## config.mk

```make
export PLATFORM = sky130hd
export DESIGN_NAME = deauth_flood_detector
export DESIGN_NICKNAME = d
export VERILOG_FILES = /design/src/rtl/dfd_pkg.sv /design/src/rtl/deauth_flood_detector.sv /design/src/rtl/dfd_front.sv /design/src/rtl/dfd_back.sv
export SDC_FILE = /design/constraint.sdc
export NUM_CORES = 2
export LEC_CHECK = 0
export BUFFER_PORTS_ARGS = -buffer_cell sky130_fd_sc_hd__buf_2
export CORE_MARGIN = 2
export CORE_UTILIZATION = 56
export DETAILED_ROUTE_END_ITERATION = 8
export PLACE_DENSITY = 0.75
export RECOVER_POWER = 100
export SLEW_MARGIN = 10
export SYNTH_ARGS = -nofsm -noshare
export SYNTH_HDL_FRONTEND = slang
export SYNTH_SLANG_ARGS = --single-unit
```

## constraint.sdc

```tcl
create_clock -name i_clk -period 13.2 [get_ports i_clk]
set_input_delay 1.32 -clock i_clk [delete_from_list [all_inputs] [get_ports i_clk]]
set_output_delay 1.32 -clock i_clk [all_outputs]
set_load 0.03 [all_outputs]
```

## src/rtl/dfd_pkg.sv

```systemverilog
package dfd_pkg;

    // opcodes of the input beat
    localparam logic [1:0] OP_FRAME = 2'd0;
    localparam logic [1:0] OP_QUERY = 2'd1;
    localparam logic [1:0] OP_CLEAR = 2'd2;
    localparam logic [1:0] OP_NONE  = 2'd3;

    // frame control byte
    localparam logic [7:0] FC_TYPE_MASK    = 8'h0C;
    localparam logic [7:0] FC_SUBTYPE_MASK = 8'hF0;
    localparam logic [7:0] FC_SUB_DEAUTH   = 8'hC0;
    localparam logic [7:0] FC_SUB_DISASSOC = 8'hA0;

    // configuration register indexes
    localparam logic [1:0] CFG_WINDOW_MS       = 2'd0;
    localparam logic [1:0] CFG_ALERT_THRESHOLD = 2'd1;
    localparam logic [1:0] CFG_ALERT_HOLD_MS   = 2'd2;

    localparam logic [31:0] RST_WINDOW_MS       = 32'd1000;
    localparam logic [15:0] RST_ALERT_THRESHOLD = 16'd10;
    localparam logic [31:0] RST_ALERT_HOLD_MS   = 32'd5000;

    localparam logic [31:0] CNT_MAX = 32'hFFFF_FFFF;

    typedef enum logic [1:0] {
        CMD_FRAME,
        CMD_SKIP,
        CMD_QUERY,
        CMD_CLEAR
    } t_cmd;

    typedef struct packed {
        t_cmd        cmd;
        logic [47:0] bssid;
        logic [31:0] now_ms;
    } t_cmd_item;

    typedef struct packed {
        logic [47:0] addr;
        logic [31:0] win_begin;
        logic [31:0] tally;
        logic [31:0] sum;
        logic        alert;
        logic [31:0] alert_time;
    } t_entry;

    // result beat, lowest field last
    typedef struct packed {
        logic [3:0]  pad;
        logic [31:0] total_frames;
        logic [31:0] peak_window_count;
        logic [4:0]  active_alerts;
        logic [4:0]  tracked_entries;
        logic [31:0] entry_total;
        logic [31:0] entry_window_count;
        logic        alert_raised;
        logic        counted;
    } t_result;

    typedef enum logic [2:0] {
        S_IDLE,
        S_RD,
        S_CHK,
        S_NEW,
        S_UPD1,
        S_UPD2,
        S_DONE
    } t_state;

    function automatic logic [31:0] sat_inc(input logic [31:0] v);
        sat_inc = (v == CNT_MAX) ? v : v + 32'd1;
    endfunction

endpackage

```

## src/rtl/deauth_flood_detector.sv

```systemverilog
// Deauth/disassoc flood detector. Each input beat carries an opcode: frame
// seen, status query (which also expires alerts older than alert_hold_ms) or
// clear. A front stage classifies frames (management, type bits clear,
// subtype deauth or disassoc, non-zero BSSID) and queues up to two commands,
// so up to two beats queue while a result waits on the output. The back
// stage walks the BSSID table held in a single-port memory, reading and then
// checking each entry: a counted frame stops at a hit, a miss or a query scans
// every occupied entry, and a clear or ignored beat skips the table. On a miss
// with a full table the non-alerting entry with the smallest total is replaced
// (first on ties, entry 0 if all alert). Every beat yields exactly one result
// beat. Write configuration only while idle.
module deauth_flood_detector #(
    parameter int TABLE_ENTRIES = 16
) (
    input  logic          i_clk,
    input  logic          i_rst_n,
    // config write channel: index 0 window_ms, 1 alert_threshold, 2 alert_hold_ms
    input  logic          i_cfg_valid,
    output logic          o_cfg_ready,
    input  logic [1:0]    i_cfg_index,
    input  logic [31:0]   i_cfg_data,
    // input stream
    input  logic          s_axis_tvalid,
    output logic          s_axis_tready,
    input  logic [87:0]   s_axis_tdata,   // frame_control[7:0], bssid[55:8], now_ms[87:56]
    input  logic [2:0]    s_axis_tuser,   // opcode[1:0], is_management[2]
    // result stream
    output logic          m_axis_tvalid,
    input  logic          m_axis_tready,
    output logic [143:0]  m_axis_tdata    // counted[0], alert_raised[1],
                                          // entry_window_count[33:2], entry_total[65:34],
                                          // tracked_entries[70:66], active_alerts[75:71],
                                          // peak_window_count[107:76], total_frames[139:108]
);

    logic [31:0]        r_window_ms;
    logic [15:0]        r_alert_threshold;
    logic [31:0]        r_alert_hold_ms;
    logic               w_cmd_valid;
    logic               w_cmd_pop;
    dfd_pkg::t_cmd_item w_cmd;
    dfd_pkg::t_result   w_result;

    assign o_cfg_ready = 1'b1;

    always_ff @(posedge i_clk) begin
        if (!i_rst_n) begin
            r_window_ms       <= dfd_pkg::RST_WINDOW_MS;
            r_alert_threshold <= dfd_pkg::RST_ALERT_THRESHOLD;
            r_alert_hold_ms   <= dfd_pkg::RST_ALERT_HOLD_MS;
        end else if (i_cfg_valid) begin
            unique case (i_cfg_index)
                dfd_pkg::CFG_WINDOW_MS:       r_window_ms       <= i_cfg_data;
                dfd_pkg::CFG_ALERT_THRESHOLD: r_alert_threshold <= i_cfg_data[15:0];
                dfd_pkg::CFG_ALERT_HOLD_MS:   r_alert_hold_ms   <= i_cfg_data;
                default: begin
                end
            endcase
        end
    end

    dfd_front u_front (
        .i_clk           (i_clk),
        .i_rst_n         (i_rst_n),
        .i_valid         (s_axis_tvalid),
        .o_ready         (s_axis_tready),
        .i_opcode        (s_axis_tuser[1:0]),
        .i_is_management (s_axis_tuser[2]),
        .i_frame_control (s_axis_tdata[7:0]),
        .i_bssid         (s_axis_tdata[55:8]),
        .i_now_ms        (s_axis_tdata[87:56]),
        .o_cmd_valid     (w_cmd_valid),
        .o_cmd           (w_cmd),
        .i_cmd_pop       (w_cmd_pop)
    );

    dfd_back #(
        .TABLE_ENTRIES (TABLE_ENTRIES)
    ) u_back (
        .i_clk             (i_clk),
        .i_rst_n           (i_rst_n),
        .i_cmd_valid       (w_cmd_valid),
        .i_cmd             (w_cmd),
        .o_cmd_pop         (w_cmd_pop),
        .i_window_ms       (r_window_ms),
        .i_alert_threshold (r_alert_threshold),
        .i_alert_hold_ms   (r_alert_hold_ms),
        .o_valid           (m_axis_tvalid),
        .i_ready           (m_axis_tready),
        .o_result          (w_result)
    );

    assign m_axis_tdata = w_result;

endmodule

```

## src/rtl/dfd_front.sv

```systemverilog
module dfd_front (
    input  logic                 i_clk,
    input  logic                 i_rst_n,
    input  logic                 i_valid,
    output logic                 o_ready,
    input  logic [1:0]           i_opcode,
    input  logic                 i_is_management,
    input  logic [7:0]           i_frame_control,
    input  logic [47:0]          i_bssid,
    input  logic [31:0]          i_now_ms,
    output logic                 o_cmd_valid,
    output dfd_pkg::t_cmd_item   o_cmd,
    input  logic                 i_cmd_pop
);

    dfd_pkg::t_cmd_item r_q [2];
    logic               r_wp;
    logic               r_rp;
    logic [1:0]         r_cnt;
    dfd_pkg::t_cmd_item w_item;
    logic               w_push;
    logic               w_pop;
    logic               w_hit_sub;

    // classify the beat
    always_comb begin
        w_hit_sub = ((i_frame_control & dfd_pkg::FC_SUBTYPE_MASK) == dfd_pkg::FC_SUB_DEAUTH)
                 || ((i_frame_control & dfd_pkg::FC_SUBTYPE_MASK) == dfd_pkg::FC_SUB_DISASSOC);
        w_item.bssid  = i_bssid;
        w_item.now_ms = i_now_ms;
        unique case (i_opcode)
            dfd_pkg::OP_FRAME: begin
                if (i_is_management && (i_bssid != 48'd0) && w_hit_sub
                    && ((i_frame_control & dfd_pkg::FC_TYPE_MASK) == 8'd0)) begin
                    w_item.cmd = dfd_pkg::CMD_FRAME;
                end else begin
                    w_item.cmd = dfd_pkg::CMD_SKIP;
                end
            end
            dfd_pkg::OP_QUERY: w_item.cmd = dfd_pkg::CMD_QUERY;
            dfd_pkg::OP_CLEAR: w_item.cmd = dfd_pkg::CMD_CLEAR;
            default:           w_item.cmd = dfd_pkg::CMD_SKIP;
        endcase
    end

    assign o_ready     = (r_cnt != 2'd2);
    assign w_push      = i_valid && o_ready;
    assign o_cmd_valid = (r_cnt != 2'd0);
    assign w_pop       = i_cmd_pop && o_cmd_valid;
    assign o_cmd       = r_q[r_rp];

    always_ff @(posedge i_clk) begin
        if (!i_rst_n) begin
            r_wp  <= 1'b0;
            r_rp  <= 1'b0;
            r_cnt <= 2'd0;
        end else begin
            if (w_push) begin
                r_wp <= ~r_wp;
            end
            if (w_pop) begin
                r_rp <= ~r_rp;
            end
            r_cnt <= r_cnt + {1'b0, w_push} - {1'b0, w_pop};
        end
    end

    always_ff @(posedge i_clk) begin
        if (w_push) begin
            r_q[r_wp] <= w_item;
        end
    end

endmodule

```

## src/rtl/dfd_back.sv

```systemverilog
module dfd_back #(
    parameter int TABLE_ENTRIES = 16
) (
    input  logic               i_clk,
    input  logic               i_rst_n,
    input  logic               i_cmd_valid,
    input  dfd_pkg::t_cmd_item i_cmd,
    output logic               o_cmd_pop,
    input  logic [31:0]        i_window_ms,
    input  logic [15:0]        i_alert_threshold,
    input  logic [31:0]        i_alert_hold_ms,
    output logic               o_valid,
    input  logic               i_ready,
    output dfd_pkg::t_result   o_result
);

    localparam int IW = (TABLE_ENTRIES > 1) ? $clog2(TABLE_ENTRIES) : 1;
    localparam int CW = $clog2(TABLE_ENTRIES + 1);
    localparam logic [CW-1:0] FULL = CW'(TABLE_ENTRIES);

    dfd_pkg::t_entry    r_mem [TABLE_ENTRIES];
    dfd_pkg::t_entry    r_rd;
    dfd_pkg::t_state    r_state, n_state;
    dfd_pkg::t_cmd_item r_cmd;
    logic [CW-1:0]      r_occ;
    logic [31:0]        r_fsum;
    logic [IW-1:0]      r_idx;
    logic [IW-1:0]      r_slot;
    logic [IW-1:0]      r_evict;
    logic               r_found_low;
    logic [31:0]        r_low;
    dfd_pkg::t_entry    r_ent;
    logic [CW-1:0]      r_alerts;
    logic [31:0]        r_peak;
    logic               r_counted;
    logic               r_raised;
    logic               r_out_vld;
    dfd_pkg::t_result   r_out;

    logic               w_we;
    dfd_pkg::t_entry    w_wdata;
    logic [IW-1:0]      w_waddr;
    logic               w_last;
    logic               w_keep;
    logic [31:0]        w_tally;
    logic               w_raise;
    logic               w_out_free;

    assign w_out_free = !r_out_vld || i_ready;
    assign w_last     = ((CW'(r_idx) + CW'(1)) == r_occ);
    assign w_keep     = r_rd.alert && !((r_cmd.now_ms - r_rd.alert_time) > i_alert_hold_ms);
    assign w_tally    = dfd_pkg::sat_inc(r_ent.tally);
    assign w_raise    = (w_tally >= {16'd0, i_alert_threshold}) && !r_ent.alert;
    assign o_valid    = r_out_vld;
    assign o_result   = r_out;

    always_comb begin
        n_state   = r_state;
        o_cmd_pop = 1'b0;
        w_we      = 1'b0;
        w_waddr   = r_slot;
        w_wdata   = r_ent;
        unique case (r_state)
            dfd_pkg::S_IDLE: begin
                if (i_cmd_valid) begin
                    o_cmd_pop = 1'b1;
                    unique case (i_cmd.cmd)
                        dfd_pkg::CMD_FRAME: n_state = (r_occ == '0) ? dfd_pkg::S_NEW
                                                                     : dfd_pkg::S_RD;
                        dfd_pkg::CMD_QUERY: n_state = (r_occ == '0) ? dfd_pkg::S_DONE
                                                                     : dfd_pkg::S_RD;
                        default:            n_state = dfd_pkg::S_DONE;
                    endcase
                end
            end
            dfd_pkg::S_RD: n_state = dfd_pkg::S_CHK;
            dfd_pkg::S_CHK: begin
                if (r_cmd.cmd == dfd_pkg::CMD_FRAME) begin
                    if (r_rd.addr == r_cmd.bssid) begin
                        n_state = dfd_pkg::S_UPD1;
                    end else if (w_last) begin
                        n_state = dfd_pkg::S_NEW;
                    end else begin
                        n_state = dfd_pkg::S_RD;
                    end
                end else begin
                    // query: write back an expired alert
                    w_waddr       = r_idx;
                    w_wdata       = r_rd;
                    w_wdata.alert = w_keep;
                    w_we          = r_rd.alert && !w_keep;
                    n_state       = w_last ? dfd_pkg::S_DONE : dfd_pkg::S_RD;
                end
            end
            dfd_pkg::S_NEW:  n_state = dfd_pkg::S_UPD1;
            dfd_pkg::S_UPD1: n_state = dfd_pkg::S_UPD2;
            dfd_pkg::S_UPD2: begin
                w_we             = 1'b1;
                w_wdata.tally    = w_tally;
                w_wdata.sum      = dfd_pkg::sat_inc(r_ent.sum);
                w_wdata.alert    = r_ent.alert || w_raise;
                w_wdata.alert_time = w_raise ? r_cmd.now_ms : r_ent.alert_time;
                n_state          = dfd_pkg::S_DONE;
            end
            dfd_pkg::S_DONE: begin
                if (w_out_free) begin
                    n_state = dfd_pkg::S_IDLE;
                end
            end
            default: n_state = dfd_pkg::S_IDLE;
        endcase
    end

    always_ff @(posedge i_clk) begin
        if (!i_rst_n) begin
            r_state   <= dfd_pkg::S_IDLE;
            r_occ     <= '0;
            r_fsum    <= '0;
            r_out_vld <= 1'b0;
        end else begin
            r_state <= n_state;
            if (r_state == dfd_pkg::S_IDLE && i_cmd_valid
                && i_cmd.cmd == dfd_pkg::CMD_CLEAR) begin
                r_occ  <= '0;
                r_fsum <= '0;
            end
            if (r_state == dfd_pkg::S_NEW && r_occ != FULL) begin
                r_occ <= r_occ + CW'(1);
            end
            if (r_state == dfd_pkg::S_UPD2) begin
                r_fsum <= dfd_pkg::sat_inc(r_fsum);
            end
            if (r_state == dfd_pkg::S_DONE && w_out_free) begin
                r_out_vld <= 1'b1;
            end else if (i_ready) begin
                r_out_vld <= 1'b0;
            end
        end
    end

    // table memory, registered read
    always_ff @(posedge i_clk) begin
        if (w_we) begin
            r_mem[w_waddr] <= w_wdata;
        end
        if (r_state == dfd_pkg::S_RD) begin
            r_rd <= r_mem[r_idx];
        end
    end

    // datapath
    always_ff @(posedge i_clk) begin
        unique case (r_state)
            dfd_pkg::S_IDLE: begin
                r_cmd       <= i_cmd;
                r_idx       <= '0;
                r_slot      <= '0;
                r_evict     <= '0;
                r_found_low <= 1'b0;
                r_low       <= '0;
                r_alerts    <= '0;
                r_peak      <= '0;
                r_counted   <= 1'b0;
                r_raised    <= 1'b0;
                r_ent       <= '0;
            end
            dfd_pkg::S_CHK: begin
                r_idx <= r_idx + IW'(1);
                if (r_cmd.cmd == dfd_pkg::CMD_FRAME) begin
                    if (r_rd.addr == r_cmd.bssid) begin
                        r_slot <= r_idx;
                        r_ent  <= r_rd;
                    end
                    if (!r_rd.alert && (!r_found_low || r_rd.sum < r_low)) begin
                        r_found_low <= 1'b1;
                        r_low       <= r_rd.sum;
                        r_evict     <= r_idx;
                    end
                end else begin
                    r_alerts <= r_alerts + CW'(w_keep);
                    if (r_rd.tally > r_peak) begin
                        r_peak <= r_rd.tally;
                    end
                end
            end
            dfd_pkg::S_NEW: begin
                r_slot           <= (r_occ != FULL) ? r_occ[IW-1:0] : r_evict;
                r_ent.addr       <= r_cmd.bssid;
                r_ent.win_begin  <= r_cmd.now_ms;
                r_ent.tally      <= '0;
                r_ent.sum        <= '0;
                r_ent.alert      <= 1'b0;
                r_ent.alert_time <= '0;
            end
            dfd_pkg::S_UPD1: begin
                if ((r_cmd.now_ms - r_ent.win_begin) > i_window_ms) begin
                    r_ent.tally     <= '0;
                    r_ent.win_begin <= r_cmd.now_ms;
                end
            end
            dfd_pkg::S_UPD2: begin
                r_counted   <= 1'b1;
                r_raised    <= w_raise;
                r_ent.tally <= w_tally;
                r_ent.sum   <= dfd_pkg::sat_inc(r_ent.sum);
            end
            default: begin
            end
        endcase
    end

    // result register
    always_ff @(posedge i_clk) begin
        if (r_state == dfd_pkg::S_DONE && w_out_free) begin
            r_out.pad                <= '0;
            r_out.total_frames       <= r_fsum;
            r_out.peak_window_count  <= r_peak;
            r_out.active_alerts      <= 5'(r_alerts);
            r_out.tracked_entries    <= 5'(r_occ);
            r_out.entry_total        <= r_counted ? r_ent.sum : 32'd0;
            r_out.entry_window_count <= r_counted ? r_ent.tally : 32'd0;
            r_out.alert_raised       <= r_raised;
            r_out.counted            <= r_counted;
        end
    end

endmodule

```

======== Word-level counts from Yosys, hierarchy flattened ========
Memories as Yosys holds them, arrays and structs flattened. A register that Yosys moved wholly into a read port is not among the register bits.
Cells that the tools add are included.
operators by class
  add/subtract/negate cells ............... 11
  magnitude comparators ................... 5
  eq/ne operators ......................... 30
  multiplexer cells ....................... 66
  bitwise gates (word level) .............. 2
  reductions and logical operators ........ 56
operators with widths
  kind                     count
  $mux W177                3
  $mux W32                 10
  $pmux W32 S4             2
  $pmux W97 S2             1
  $pmux W48 S3             1
  $pmux W32 S2             2
  $add A32 B1 Y32 const B  3
  $eq A32 B32 Y1 const B   3
  $gt A32 B32 Y1           3
  $pmux W32 S3             1
  $mux W80                 1
  $pmux W33 S2             1
  $mux W64                 1
  $sub A32 B32 Y32         2
  $eq A48 B48 Y1           1
  $reduce_bool A48 Y1      1
  $ge A32 B16 Y1           1
  $lt A32 B32 Y1           1
  $mux W4                  7
  $pmux W3 S7              1
  $mux W3                  6
  $pmux W4 S2              2
  $mux W5                  3
  $reduce_and A3 Y1        5
  37 further kinds         108
word-level totals
  register bits ........................... 608
  bits in writable memories ............... 2,996
  input port bits ......................... 130
  output and inout bits ................... 147
  memories ................................ 2
memory list
  memory        depth  bits a word  read ports  clocked after Yosys merged registers in  wr ports  RTL line         source
  u_back.r_mem  16     177          1           1                                        1         dfd_back.sv:21   dfd_pkg::t_entry r_mem [TABLE_ENTRIES];
  u_front.r_q   2      82           1           1                                        1         dfd_front.sv:16  dfd_pkg::t_cmd_item r_q [2];

======== Logic depth before layout (Yosys ltp) ========
  depth after elaboration ................. 10
  gate-level depth with buffers ........... 26

======== Cells and area by module ========
A second synthesis with hierarchy kept.
second synthesis, totals
  cell total of the unflattened synthesis .. 7,869
  area total of the unflattened synthesis .. 152,194.7 um^2
by module, submodules not included
  module                 instances  cells an instance  area an instance (um^2)  sequential area each (um^2)
  dfd_back               1          7,258              142,726.9                105,681.4
  dfd_front              1          305                6,346.1                  5,024.8
  deauth_flood_detector  1          306                3,121.7                  1,601.5

======== Worst setup path after synthesis ========
No wires, ideal clock.
  path kind ............................... flip-flop to flip-flop
  from .................................... register u_back.r_cmd[0] (netlist bit)
  to ...................................... memory u_back.r_mem[3][0] (netlist bit) (enable)
  library setup time ...................... 0.717 ns
  arrival time ............................ 11.952 ns
  required time ........................... 12.483 ns
  slack ................................... 0.531 ns
  cell stages (with the launch flop) ...... 23
  cell sequence ........................... edfxtp_1 inv_1 ha_1 inv_1 fa_1 a211oi_1 o21ai_0 a21oi_1 a311oi_1 nand3b_1 nor3b_1 or4_1 a221oi_1 xnor2_1 ha_1 nand4_1 nor2_1 nand3_1 a21oi_1 a2111oi_0 a211oi_1 o21ai_0 nor2_1
between the ends
  cells in the longest elaborated chain, start to end .. 10
RTL lines
  what                           RTL line         source
  start: declaration             dfd_back.sv:24   dfd_pkg::t_cmd_item r_cmd;
  start signal: assignment       dfd_back.sv:155  r_cmd <= i_cmd;
  $sub A32 B32 Y32               dfd_back.sv:51   assign w_keep = r_rd.alert && !((r_cmd.now_ms - r_rd.alert_time) > i_alert_hold_ms);
  $gt A32 B32 Y1                 dfd_back.sv:51
  $logic_not A1 Y1               dfd_back.sv:51
  $logic_and A1 B1 Y1            dfd_back.sv:51
  $logic_not A1 Y1               dfd_back.sv:91   w_we = r_rd.alert && !w_keep;
  $logic_and A1 B1 Y1            dfd_back.sv:91
  $mux W1                        dfd_back.sv:78   if (r_cmd.cmd == dfd_pkg::CMD_FRAME) begin
  $pmux W1 S2                    dfd_back.sv:63   unique case (r_state)
  $mux W1                        dfd_back.sv:143  if (w_we) begin
  $mux W1 (implied by the code)  dfd_back.sv:144  r_mem[w_waddr] <= w_wdata;
  end: declaration               dfd_back.sv:21
Every way passes these cells.

======== Worst setup path after layout ========
  from .................................... register u_back.r_state[0]
  to ...................................... memory u_back.r_mem[5][87] (netlist bit) (enable)
between the ends
  cells in the longest elaborated chain, start to end .. 4
  elaborated cells between the ends (all ways) .. 6
  those cells by class .................... eq/ne (2); mux (4)
RTL lines
  what                                                 RTL line         source
  start: declaration                                   dfd_back.sv:23   dfd_pkg::t_state r_state, n_state;
  start signal: assignment                             dfd_back.sv:116  r_state <= dfd_pkg::S_IDLE;
  start signal: assignment                             dfd_back.sv:121  r_state <= n_state;
  $eq A3 B3 Y1 / $eq A3 B2 Y1 (equally long branches)  dfd_back.sv:63
  $pmux W1 S2                                          dfd_back.sv:63
  $mux W1                                              dfd_back.sv:143
  $mux W1 (implied by the code)                        dfd_back.sv:144
Parallel ways exist; a longest one is shown, timed or not.

==> results.cfg <==
[critical_path]
startpoint = u_back.r_state[0]$_SDFFE_PN0P_
r2r_setup_slack_ps = 1810
required_ps = 13670
r2r-start = u_back.r_state[0]$_SDFFE_PN0P_
cp_top_family = buffers and inverters
crit_chain = nor2_1 -> nand2_2 -> clkbuf_1 -> clkinvlp_2 -> nand2_1 -> a31oi_1 -> nor2_4 -> clkbuf_1 -> clkbuf_2
path_class = reg -> reg
r2r_cells = 9
crit_buf_inv = 4
worstSetupEndpoint = u_back.r_mem[5][87]$_DFFE_PP_
max_stage_delay_ps = 2560
start_kind = flip-flop
crit_fanout = 48
crit_cells = 9
crit_top_cell = clkbuf_1
crit_arrival_ps = 11850
critPathCaptureType = flip-flop
rr_endpoint = u_back.r_mem[5][87]$_DFFE_PP_
slowest_stage = clkinvlp_2

[clock_tree]
clockBufferDepth = 4
cts.sinks = 3782
clkTransAtPathRegs_ps = 60
cts_post_setup_buffers_inserted = 0
clock_latency_ps = 930
hold_buffers = 0
cts_resized = 0
cts_root_buffer = clkbuf_16
h-tree-depth = 5
cts_tree = built
cts_buffers = 372

[die]
coreArea_um2 = 271000
initial_core_util_pct = 56.3
fp.dieH_um = 526
die_w_um = 526
io_pins = 277
die_area_um2 = 277000
std_cell_rows = 191

[synthesis]
yosys.area_share.adder_pct = 1.80
yosys-top-cells-area = edfxtp_1, mux4_2, ha_1
synthXorXnorAreaFrac_pct = 1.12
async_reset_ff_share_pct = 0
muxShareOfSynthArea_pct = 13.8
synth.avg_cell_area_um2 = 19.0
yosys.area_share.simple_pct = 4.03
synth.top_cell.area_share_pct = 71.9
ys_ff_latch = 3782
yosys.area.top_type = edfxtp_1
yosysSeqAreaShare_pct = 73.6
post-synth-top-count-cell = edfxtp_1
synth-compound-area-share_pct = 4.01
synth_top_family_by_area = multiplexers
synth-main-ff-cell = edfxtp_1
synth_commonest_cells = edfxtp_1, mux4_2, nand2_1, clkbuf_1, inv_1
syn_area_um2 = 153000
syn_inst = 8044
synth_cell_type_count = 77
yosys_warnings = 0
synth_edf_count = 3656

[routing]
drt-total-wl_mm = 385
via_count = 81600
wl_per_cell_um = 31.2
drt_pass1_iterations = 7
top_layer = met5
antenna_left = 0
met2RoutedLength_mm = 186
drc = 0
wl_met1_mm = 144
wl_met3_mm = 39.4
via_per_inst = 6.61
drtIter0Drc = 11200

[timing]
post-route-period-util_pct = 86.3
fin_skew_ps = 64.9
setup_violations = 0
fmax_mhz = 87.8
rsz0062_at_grt = false
relSlewSlack_pct = -608
slew_viol_final = 3555
fin_crit_ps = 11390
worst_pin_slew_ps = 10610
final-hold-violation-count = 0
setup_tns_ps = 0
whs_ps = 445

[grt]
globalRouteTotalUtil_pct = 27.6
grt_first_pass_wirelength_mm = 559
overflow = 0
grt_pass1_vias = 82000
antenna_found_initial = 27
grt_max_degree = 154

[power]
power.density_nw_per_um2 = 241
vdd_drop_max_mv = 0.159
cellLeakagePower_uw = 0.0547

[final_layout]
area_growth_pct = 11.3
drive_above_1_share_pct = 18.4
fin_util_pct = 62.7
nets = 8810

[run_status]
run_status = finished, violations left
violations = capacitance limit, slew limit

[job]
maxCapViolCount = 86

[placed_design]
place.gp.congestion = 0.912
place_hpwl_mm = 208
io_buffers = 269

[hold_path]
hp-class = reg -> reg
## cell type report
type | instances | area [um2]
Fill cell | 18300 | 101000
Clock inverter | 222 | 2250
Tap cell | 3570 | 4470
Multi-Input combinational cell | 3593 | 38000
Timing Repair Buffer | 458 | 2260
Antenna cell | 10 | 25.0
Sequential cell | 3782 | 112000
Inverter | 254 | 956
Clock buffer | 452 | 9750
## cell usage in the layout (no fill, tap or decap), drive strengths merged, types with 33 or more instances in the layout
master     n
dfxtp    126
and2      88
o211ai    56
xor2      75
o22ai     46
o21ai    202
nand2    548
nand4     72
clkbuf   784
nor2     162
bufinv    38
a21boi    72
and3      99
a31oi     54
ha       217
edfxtp  3656
mux4     885
clkinv   156
mux2      84
nor4      33
nand3     93
nor3      78
buf      126
a22o      82
a221o     36
a21oi    149
a21o      92
inv      261
xnor2    120
## routing by layer
| metal | vias to the layer above | GRT usage [%] |
|---|---|---|
| li1 | 33400 | - |
| met1 | 42200 | 38.4 |
| met2 | 5168 | 44.4 |
| met3 | 846 | 4.43 |
| met4 | 4 | 10.6 |
| met5 | - | 0 |
## through the flow
stage | setup WS (ps) | total power, uW | cell area (um2) | std cells
floorplan | 531 | 26100 | 153000 | 8047
global placement | 3730 | 29700 | 159000 | 11700
detailed placement | 3810 | 30200 | 159000 | 11700
CTS | 3690 | 40700 | 171000 | 12300
global route | 1590 | 42500 | 170000 | 12300
finish | 1810 | 40900 | 170000 | 12300
## worst register-to-register path, delay by kind of cell, from the launching register on
family,cells,cell delay [ps]
buf+inv,4,6770
simple gates,4,2910
compound gates,1,610
flops,1,550
## cells by family (layout without fill, tap and decap cells)
logic type | Yosys count | after routing
AOI/OAI and AO/OA | 911 | 911
xor gates and xnor gates | 195 | 195
adders and majority gates | 219 | 219
buffers and inverters | 672 | 1386
DFF | 3782 | 3782
muxes | 986 | 986
other | 2 | 15
and+or+nand+nor | 1277 | 1277
## registers in the layout, summed over array words and instances (netlist names), 32 cells and up, named ones only
name	count
u_back.r_low	32
u_back.r_peak	32
r_window_ms	32
u_back.r_cmd	82
u_back.r_ent	177
u_back.r_mem	2832
u_back.r_rd	177
u_back.o_result	140
r_alert_hold_ms	32
u_front.r_q	164
u_back.r_fsum	32
## power by group
| part | internal, uW | switching, uW | total [uW] |
|---|---|---|---|
| combinational | 4560 | 7870 | 12400 |
| sequential | 17100 | 918 | 18000 |
| clock | 6020 | 4470 | 10500 |
## worst min path at each step
stage / from / depth (start not counted) / slack [ps] / end
floorplan: u_back.r_raised$_DFFE_PP_ / 0 / 400 / u_back.o_result[1]$_DFFE_PP_
CTS: u_back.r_peak[31]$_SDFFCE_PN0P_ / 0 / 450 / u_back.o_result[107]$_DFFE_PP_
global route: u_back.r_peak[31]$_SDFFCE_PN0P_ / 0 / 450 / u_back.o_result[107]$_DFFE_PP_
finish: u_back.r_peak[31]$_SDFFCE_PN0P_ / 0 / 440 / u_back.o_result[107]$_DFFE_PP_
detailed placement: u_back.r_peak[31]$_SDFFCE_PN0P_ / 0 / 430 / u_back.o_result[107]$_DFFE_PP_
global placement: u_back.r_peak[12]$_SDFFCE_PN0P_ / 0 / 440 / u_back.o_result[88]$_DFFE_PP_
No activity file was read; power rests on OpenSTA's default activity.
